===== src/hdl/imlp_pkg.sv =====
`default_nettype none
// ----------------------------------------------------------------------------
// imlp_pkg
// Shared types and character constants for the IRC line parser.
// ----------------------------------------------------------------------------
package imlp_pkg;

  // Characters the parser reacts to
  localparam logic [7:0] CH_CR    = 8'd13;
  localparam logic [7:0] CH_LF    = 8'd10;
  localparam logic [7:0] CH_COLON = 8'd58;
  localparam logic [7:0] CH_SPACE = 8'd32;

  // Digits in a numeric command
  localparam logic [1:0] NUMERIC_LEN = 2'd3;

  localparam logic [7:0] PARAM_MAX = 8'd255;

  // Role of a byte
  typedef enum logic [2:0] {
    K_CMD   = 3'd0,
    K_PARAM = 3'd1,
    K_TRAIL = 3'd2,
    K_DROP  = 3'd3,
    K_CR    = 3'd4,
    K_DONE  = 3'd5,
    K_ERR   = 3'd6
  } kind_t;

  // Error report codes
  typedef enum logic [2:0] {
    E_NONE     = 3'd0,
    E_BAD_CMD  = 3'd1,
    E_SHORT_NUM = 3'd2,
    E_AFTER_SP = 3'd3,
    E_NO_CR    = 3'd4,
    E_NO_LF    = 3'd5,
    E_END      = 3'd6
  } err_t;

  // Parse phase, one-hot
  typedef enum logic [10:0] {
    PH_CMD_START   = 11'b000_0000_0001,
    PH_LETTERS     = 11'b000_0000_0010,
    PH_DIGITS      = 11'b000_0000_0100,
    PH_AFTER_CMD   = 11'b000_0000_1000,
    PH_SPACES      = 11'b000_0001_0000,
    PH_MID         = 11'b000_0010_0000,
    PH_MID_COLON   = 11'b000_0100_0000,
    PH_TRAIL_START = 11'b000_1000_0000,
    PH_TRAIL       = 11'b001_0000_0000,
    PH_GOT_CR      = 11'b010_0000_0000,
    PH_DROP        = 11'b100_0000_0000
  } phase_t;

  // Decision for one byte
  typedef struct packed {
    kind_t  kind;
    err_t   err;
    logic   start;
    logic   open;   // open a new parameter
    phase_t phase;
    logic   nl;     // restart line after this byte
  } step_t;

endpackage : imlp_pkg
`default_nettype wire


===== src/hdl/irc_message_line_parser_unit.sv =====
`default_nettype none
// ----------------------------------------------------------------------------
// irc_message_line_parser_unit
// Byte-stream parser for IRC-style lines; tags every byte with its role.
// ----------------------------------------------------------------------------
//
//  channel | ports                                   | direction | flow
//  --------+-----------------------------------------+-----------+-----------
//  in      | in_valid in_stall in_byte_value in_is_end| sink      | 1 byte/clk
//  out     | out_valid out_stall out_kind out_char_out| source    | 1 item/clk
//          | out_starts_field out_param_index        |           |
//          | out_error_code                          |           |
//
//  One result per byte, one byte per cycle sustained while the output is not
//  stalled. An input transfer loads the input register; the byte then moves
//  into the result register once that is free or draining, and the result
//  is on the output from there. The per-byte decision is one pass through the
//  phase decoder and the parameter counter incrementer.
//  rst_n (synchronous, active low) empties both registers and puts the parser
//  at the start of a line. A stall on the output holds the result register;
//  in_stall is high whenever the input register holds a byte behind it.
// ----------------------------------------------------------------------------
module irc_message_line_parser_unit
  import imlp_pkg::*;
(
  input  wire logic       clk,
  input  wire logic       rst_n,
  // input channel
  input  wire logic       in_valid,
  output logic            in_stall,
  input  wire logic [7:0] in_byte_value,
  input  wire logic       in_is_end,
  // result channel
  output logic            out_valid,
  input  wire logic       out_stall,
  output logic [2:0]      out_kind,
  output logic [7:0]      out_char_out,
  output logic            out_starts_field,
  output logic [7:0]      out_param_index,
  output logic [2:0]      out_error_code
);

  // --------------------------------------------------------------------------
  // Input register
  // --------------------------------------------------------------------------
  logic       in_vld_r, in_vld_nxt;
  logic [7:0] byte_r;
  logic       end_r;

  // Parse state
  phase_t     phase_r, phase_nxt;
  logic [1:0] dig_r, dig_nxt;
  logic [7:0] cnt_r, cnt_nxt;
  logic       lws_r, lws_nxt;

  // Result register
  logic       out_vld_r, out_vld_nxt;
  kind_t      kind_r;
  logic [7:0] char_r;
  logic       start_r;
  logic [7:0] pidx_r;
  err_t       err_r;

  logic       advance;    // the held byte moves into the result register
  logic       in_accept;

  // Move when there is a byte and the result slot is free or draining
  assign advance   = in_vld_r && (!out_vld_r || !out_stall);
  assign in_stall  = in_vld_r && !advance;
  assign in_accept = in_valid && !in_stall;

  // --------------------------------------------------------------------------
  // Byte classes
  // --------------------------------------------------------------------------
  logic is_alpha, is_digit, is_word;

  always_comb begin
    is_alpha = byte_r inside {[8'd65:8'd90], [8'd97:8'd122]};
    is_digit = byte_r inside {[8'd48:8'd57]};
    is_word  = !(byte_r inside {CH_CR, CH_LF, CH_COLON, CH_SPACE});
  end

  // Report an error; an LF restarts the line at once, else drop to LF
  function automatic step_t fail_step(input logic [7:0] b, input err_t code);
    step_t s;
    s = '{kind: K_ERR, err: code, start: 1'b0, open: 1'b0,
          phase: PH_DROP, nl: (b == CH_LF)};
    return s;
  endfunction

  // End of a field: a space run, CR, or a missing CR
  function automatic step_t after_step(input logic [7:0] b);
    step_t s;
    if (b == CH_SPACE) begin
      s = '{kind: K_DROP, err: E_NONE, start: 1'b0, open: 1'b0,
            phase: PH_SPACES, nl: 1'b0};
    end else if (b == CH_CR) begin
      s = '{kind: K_CR, err: E_NONE, start: 1'b0, open: 1'b0,
            phase: PH_GOT_CR, nl: 1'b0};
    end else begin
      s = fail_step(b, E_NO_CR);
    end
    return s;
  endfunction

  // --------------------------------------------------------------------------
  // Phase decoder
  // --------------------------------------------------------------------------
  step_t      st;
  logic [1:0] dig_step;
  logic       lws_step;

  always_comb begin
    st = '{kind: K_DROP, err: E_NONE, start: 1'b0, open: 1'b0,
           phase: phase_r, nl: 1'b0};
    dig_step = dig_r;
    lws_step = lws_r;
    if (end_r) begin
      // end of text: report and restart from any phase
      st = '{kind: K_ERR, err: E_END, start: 1'b0, open: 1'b0,
             phase: PH_CMD_START, nl: 1'b1};
    end else begin
      case (phase_r)
        PH_CMD_START: begin
          if (is_alpha) begin
            st = '{kind: K_CMD, err: E_NONE, start: 1'b1, open: 1'b0,
                   phase: PH_LETTERS, nl: 1'b0};
          end else if (is_digit) begin
            st = '{kind: K_CMD, err: E_NONE, start: 1'b1, open: 1'b0,
                   phase: PH_DIGITS, nl: 1'b0};
            dig_step = 2'd1;
          end else begin
            st = fail_step(byte_r, E_BAD_CMD);
          end
        end
        PH_LETTERS: begin
          if (is_alpha) begin
            st.kind = K_CMD;
          end else begin
            st = after_step(byte_r);
          end
        end
        PH_DIGITS: begin
          if (is_digit) begin
            st.kind = K_CMD;
            dig_step = dig_r + 2'd1;
            if (dig_step >= NUMERIC_LEN) begin
              dig_step = 2'd0;
              st.phase = PH_AFTER_CMD;
            end
          end else begin
            st = fail_step(byte_r, E_SHORT_NUM);
          end
        end
        PH_AFTER_CMD: begin
          st = after_step(byte_r);
        end
        PH_SPACES: begin
          if (byte_r == CH_SPACE) begin
            st.kind = K_DROP;
          end else if (byte_r == CH_COLON) begin
            st.phase = PH_TRAIL_START;
          end else if (byte_r == CH_CR || byte_r == CH_LF) begin
            st = fail_step(byte_r, E_AFTER_SP);
          end else begin
            st = '{kind: K_PARAM, err: E_NONE, start: 1'b1, open: 1'b1,
                   phase: PH_MID, nl: 1'b0};
          end
        end
        PH_MID, PH_MID_COLON: begin
          if (byte_r == CH_COLON) begin
            st.phase = PH_MID_COLON;
          end else if (is_word) begin
            st.kind  = K_PARAM;
            st.start = (phase_r == PH_MID_COLON);
            st.open  = (phase_r == PH_MID_COLON);
            st.phase = PH_MID;
          end else begin
            st = after_step(byte_r);
          end
        end
        PH_TRAIL_START, PH_TRAIL: begin
          if (byte_r == CH_CR || byte_r == CH_LF) begin
            st = after_step(byte_r);
          end else if (phase_r == PH_TRAIL_START) begin
            st = '{kind: K_TRAIL, err: E_NONE, start: 1'b1, open: 1'b1,
                   phase: PH_TRAIL, nl: 1'b0};
            lws_step = (byte_r == CH_SPACE);
          end else if (byte_r == CH_SPACE && lws_r) begin
            st.kind = K_DROP;   // collapse space run
          end else begin
            st.kind  = K_TRAIL;
            lws_step = (byte_r == CH_SPACE);
          end
        end
        PH_GOT_CR: begin
          if (byte_r == CH_LF) begin
            st.kind = K_DONE;
            st.nl   = 1'b1;
          end else begin
            st = fail_step(byte_r, E_NO_LF);
          end
        end
        default: begin
          // dropping after an error, up to and including LF
          st.kind = K_DROP;
          st.nl   = (byte_r == CH_LF);
        end
      endcase
    end
  end

  // Counter after this byte; line restart clears state for the next byte
  logic [7:0] cnt_after;

  always_comb begin
    cnt_after = (st.open && cnt_r != PARAM_MAX) ? cnt_r + 8'd1 : cnt_r;
    if (st.nl) begin
      phase_nxt = PH_CMD_START;
      dig_nxt   = 2'd0;
      cnt_nxt   = 8'd0;
      lws_nxt   = 1'b0;
    end else begin
      phase_nxt = st.phase;
      dig_nxt   = dig_step;
      cnt_nxt   = cnt_after;
      lws_nxt   = lws_step;
    end
  end

  // Valid flags of the two registers
  always_comb begin
    in_vld_nxt = in_vld_r;
    if (in_accept) begin
      in_vld_nxt = 1'b1;
    end else if (advance) begin
      in_vld_nxt = 1'b0;
    end
    out_vld_nxt = out_vld_r;
    if (advance) begin
      out_vld_nxt = 1'b1;
    end else if (!out_stall) begin
      out_vld_nxt = 1'b0;
    end
  end

  // --------------------------------------------------------------------------
  // Registers
  // --------------------------------------------------------------------------
  always_ff @(posedge clk) begin
    if (!rst_n) begin
      in_vld_r  <= 1'b0;
      out_vld_r <= 1'b0;
      phase_r   <= PH_CMD_START;
      dig_r     <= 2'd0;
      cnt_r     <= 8'd0;
      lws_r     <= 1'b0;
    end else begin
      in_vld_r  <= in_vld_nxt;
      out_vld_r <= out_vld_nxt;
      if (advance) begin
        phase_r <= phase_nxt;
        dig_r   <= dig_nxt;
        cnt_r   <= cnt_nxt;
        lws_r   <= lws_nxt;
      end
    end
  end

  // Payload: capture on transfer, hold otherwise
  always_ff @(posedge clk) begin
    if (in_accept) begin
      byte_r <= in_byte_value;
      end_r  <= in_is_end;
    end
    if (advance) begin
      kind_r  <= st.kind;
      char_r  <= end_r ? 8'd0 : byte_r;
      start_r <= st.start;
      pidx_r  <= cnt_after;
      err_r   <= st.err;
    end
  end

  assign out_valid        = out_vld_r;
  assign out_kind         = kind_r;
  assign out_char_out     = char_r;
  assign out_starts_field = start_r;
  assign out_param_index  = pidx_r;
  assign out_error_code   = err_r;

endmodule : irc_message_line_parser_unit
`default_nettype wire


===== config.mk =====
export PLATFORM = sky130hd
export DESIGN_NAME = irc_message_line_parser_unit
export DESIGN_NICKNAME = d
export VERILOG_FILES = /design/src/hdl/imlp_pkg.sv /design/src/hdl/irc_message_line_parser_unit.sv
export SDC_FILE = /design/constraint.sdc
export NUM_CORES = 1
export LEC_CHECK = 0
export BUFFER_PORTS_ARGS = -buffer_cell sky130_fd_sc_hd__buf_4
export CAP_MARGIN = 20
export CORE_ASPECT_RATIO = 1.25
export CORE_UTILIZATION = 50
export DETAILED_ROUTE_END_ITERATION = 6
export PLACE_DENSITY = 0.82
export SLEW_MARGIN = 20
export SYNTH_ARGS = -nofsm -noshare
export SYNTH_HDL_FRONTEND = slang
export SYNTH_SLANG_ARGS = --single-unit

===== constraint.sdc =====
create_clock -name clk -period 2.3 [get_ports clk]
set_input_delay 0.46 -clock clk [delete_from_list [all_inputs] [get_ports clk]]
set_output_delay 0.46 -clock clk [all_outputs]
set_load 0.01 [all_outputs]

Yosys cells after proc, flatten, opt, wreduce, memory -nomap -nowiden
Index checks and enable logic that the tools add are counted.
Word-level totals
  register bits after elaboration: 56
  input bits: 13
  output and inout bits: 25
Cells by class
  add/subtract/negate cells: 2
  magnitude comparators: 7
  equality and inequality tests: 27
  mux-type cells: 55
  reduce and logical (&&, ||, !) cells: 25
Operators by type and width (number)
  $pmux 16 s8: 1
  $mux 20: 5
  $mux 11: 5
  $mux 17: 2
  $mux 8: 4
  $mux 13: 2
  $pmux 3 s8: 1
  $mux 19: 1
  $mux 3: 6
  $eq 8x4->1 const B: 2
  $eq 8x6->1 const B: 2
  $ge 8x7->1 const B: 2
  $le 8x7->1 const B: 2
  $mux 1: 16
  $mux 16: 1
  $mux 14: 1
  $mux 2: 7
  $ne 3x3->1 const B: 4
  $ne 4x4->1 const B: 3
  $eq 11x1->1 const B: 1
  $eq 11x10->1 const B: 1
  $eq 11x2->1 const B: 1
  $eq 11x3->1 const B: 1
  $eq 11x4->1 const B: 1
  28 further kinds: 44

Logic depth before layout (Yosys ltp)
  depth after elaboration: 10
  mapped depth: 9

Worst setup path after synthesis
No wires, ideal clock.
  path kind: register -> register
  start point: register phase_r[6]
  end point: register kind_r[1] (netlist: out_kind[1]) (data pin)
  arrival time: 2.085 ns
  slack: -0.057 ns
  stages on the path, launching flop included: 8
  period minus slack after synthesis: 2.357 ns
  cells stage by stage: dfxtp_1 buf_6 nor4_4 nand3b_1 nor2_1 nor3_1 or2_1 or4_1
On the way
  longest elaborated chain between the ends: 3
  elaborated cells between the ends (all ways): 13
  classes of those cells: eq/ne (10); mux (1); reduce/logical (2)
Ends and longest elaborated chain
  start, declared: RTL line irc_message_line_parser_unit.sv:51  | phase_t phase_r, phase_nxt;
  start signal, assigned: RTL line irc_message_line_parser_unit.sv:262  | phase_r <= phase_nxt;
  $eq 11x8->1, or another cell as far along: RTL line irc_message_line_parser_unit.sv:123, irc_message_line_parser_unit.sv:185
  $reduce_or 2->1: RTL line irc_message_line_parser_unit.sv:123  | case (phase_r)
  $pmux 3 s8 *: RTL line irc_message_line_parser_unit.sv:123
  end signal, assigned: RTL line irc_message_line_parser_unit.sv:277  | kind_r <= st.kind;
  end, declared: RTL line irc_message_line_parser_unit.sv:58  | kind_t kind_r;
Mark *: on every way between the ends. The rest lies on a longest branch, timed or not.
A chain may end at the register's enable or synchronous reset.

Final worst setup path
  start point: register byte_r[1]
  end point: register phase_r[10]
On the way
  longest elaborated chain between the ends: 9
  elaborated cells between the ends (all ways): 44
  classes of those cells: order compare (6); eq/ne (9); mux (21); reduce/logical (8)
Ends and longest elaborated chain
  start, declared: RTL line irc_message_line_parser_unit.sv:47  | logic [7:0] byte_r;
  start signal, assigned: RTL line irc_message_line_parser_unit.sv:273  | byte_r <= in_byte_value;
  branches (longest 9 deep; another with $ge 8x7->1)
Several ways; the timed one is not identified. The select of a mux whose other input is x is not followed.

==> impl_results.md <==
* Synth Register Bits at 56
* Pwr Total at 2.10 mW
* Crit. Startpoint: byte_r[1]
* EDFF count, synth at 32
* Worst hold path type: input port to register
* Worst r2r src: byte_r[1]
* Top cell by count, worst path: buf_4
* Clk sinks at 56
* Worst-path fanout max at 6
* Hold Startpoint: in_byte_value[0]
* Final Wtd Congestion at 0.985
* Detail Placement HPWL at 6140 µm
* Clock transition at the registers of the reported paths at 100 ps
* CTS Buffer Depth at 2
* Post-route cell area at 4360 µm²
* Via count at 2928
* Global route total overflow at 0
* Fmax achieved at 0.411 GHz
* CTS H-tree lvls at 2
* Core Rows at 31
* Diodes inserted at 0
* Failing checks: setup timing
* Skew-Pair Late Insertion Delay at 310 ps
* Fin. Hold Viols at 0
* Min setup slack post-route at -131 ps
* GRT Resource Usage Total at 26.1%
* Clock root cell: clkbuf_8
* Syn Nets at 310
* Pin count of the biggest net entering global routing at 24
* Worst setup SP type: register
* DR pass1 iterations at 5
* Fill cell count at 356
* Core Region at 5820 µm²
* Required @ worst endpoint at 2560 ps
* Synth cell types at 63
* Avg WL per Cell at 19.7 µm
* CP max stage cell: edfxtp_1
* RSZ-0062 raised after global routing: yes
* Crit end category: register
* Slew HR at 67.2%
* Final Max Slew Viols at 0
* Initial antenna violation count at 0
* Crit Path Class: register to register
* DRT antenna net count at 0
* Drt drc at 0
* Status: complete, but fails checks
* I/O pin total at 38
* Slew @ Worst Pin at 490 ps
* Ranking of synthesized cells by area: edfxtp_1 32%, dfxtp_1 16%, nor2_1 3.1%, nor2b_1 2.9%, nand2_1 2.7%
* Die width at 71.7 µm
* Post-synth top area cell: edfxtp_1
* Crit share post-route at 106%
* Cells after Synth at 296
* Most used flip-flop cell after synthesis: edfxtp_1
* DR vias/cell at 6.23
* Seq/Total Area, Yosys at 47.4%
* # setup viols final at 23
* Max VDD drop at 296 µV
* Arrival time at the worst endpoint at 2690 ps
* Initial Util at 52.3%
* Max_cap viols at 0
* # port buffers at 37
* FFs w/ async S/R, synth at 0%
* Die Y at 89.2 µm
* CP cell instances: or3_4 -> o32ai_4 -> buf_4 -> o31ai_2 -> buf_4 -> o32ai_1 -> or3_1 -> a22o_1
* Post-synth top area share at 31.6%
* Pwr Density at 481 nW/µm²
* Nets at 417
* CTS tree: done
* Global-route wire length before repair at 12700 µm
* Post-CTS Hold Fix Bufs at 0
* Minimum clock period at 2430 ps
* Vias in the first global route at 2718
* Yosys Warn Count at 0
* Die ar. at 6400 µm²
* Lkg Pwr at 1.71 nW
* Avg Synthesized Cell Area at 10.3 µm²
* CTS Buf Count at 5
* Post-synthesis cell area at 3040 µm²
* Placed Area at 3800 µm²
* WL final at 9250 µm
* Starting DRT DRC Count at 385
* Clock skew at 6.00 ps
* Max stage delay on crit path at 500 ps
* Syn-to-layout area delta at 43.3%
* Layout cells sized above 1 at 47.3%
## per-layer routing
layer	vias to the layer above	track usage [%]	part of all wire, %
met1	1396	30.4	38
met2	156	46.3	52
met3	42	3.61	4.8
met5	-	0	0
met4	0	14.4	4.5
li1	1334	-	-
## registers in the layout, indices dropped and copies added, names as in the netlist
signal / count
phase_r: 11
byte_r: 8
cnt_r: 8
out_char_out: 8
out_param_index: 8
out_error_code: 3
out_kind: 3
dig_r: 2
end_r: 1
in_vld_r: 1
lws_r: 1
out_starts_field: 1
out_valid: 1
## per-stage QoR
step           TNS [ps]  cells  utilization (%)  hold slack [ps]  setup WS [ps]
6_report           -769    470             74.9              319           -131
5_1_grt           -1980    470             74.9              304           -141
4_1_cts            -600    462             69.9              315          -76.7
3_5_place_dp      -1290    448             65.4              480           -133
3_3_place_gp       -958    448             65.4              470           -125
2_1_floorplan         0    296                -              453           1.86
## logic make-up after synthesis
family	count (synthesis)	synth area share [%]
and+or+nand+nor	142	30.0
AOI/OAI and AO/OA	65	15.4
DFF	56	47.4
buffers and inverters	18	2.76
xor gates and xnor gates	13	3.74
muxes	1	0.370
adders and majority gates	1	0.411
## cell type report
class | instances | area, µm² | share of cell area (%)
clock inverter | 3 | 42.5 | 0.976
timing repair buffer | 113 | 897 | 20.6
inverter | 5 | 18.8 | 0.431
tap | 66 | 82.6 | 1.89
clock buffer | 5 | 68.8 | 1.58
sequential | 56 | 1450 | 33.3
multi-input combinational | 222 | 1800 | 41.3
## path summary, 6_finish.rpt
check        slack, ps           to  cells after the start
max               -130  phase_r[10]                      8
min                320    byte_r[0]                      1
max reg2reg       -130  phase_r[10]                      8
min reg2reg        490     dig_r[1]                      2
## layout by cell type, fill, tap and decap left out, types with 7 or more instances in the layout
master	instances
nand2_1	18
buf_6	13
buf_4	100
or3_1	7
xnor2_1	8
dfxtp_1	21
a21oi_1	7
nor2b_1	13
nor2_1	21
edfxtp_1	32
## cell usage after synthesis, drive strengths merged (7+ instances only)
library cell / n
nor2: 25
buf: 8
a21oi: 14
nor4: 7
nand3: 10
xnor2: 8
and3: 7
nand2: 22
nor2b: 14
o21ai: 15
dfxtp: 24
or3: 9
edfxtp: 32
nand4: 7
nor3: 9
## critical path, delay by kind of cell (launching register included)
family,cells,cell delay (ps)
compound gates,4,850
simple gates,2,690
flops,1,500
buf+inv,2,340
## power by group
group	internal, mW	switching [mW]	leakage, nW	total (mW)
combinational	0.162	0.176	1.16	0.338
clock	0.323	0.321	0.0558	0.645
sequential	1.09	0.0219	0.497	1.12
## timing repair
item | CTS | global route
pin swaps | 14 | 33
buffers inserted | 6 | 8
endpoints found under the setup margin | 25 | 33
gates cloned | 1 | 0
resized for setup | 25 | 56
No activity file was read; power rests on OpenSTA's default activity.
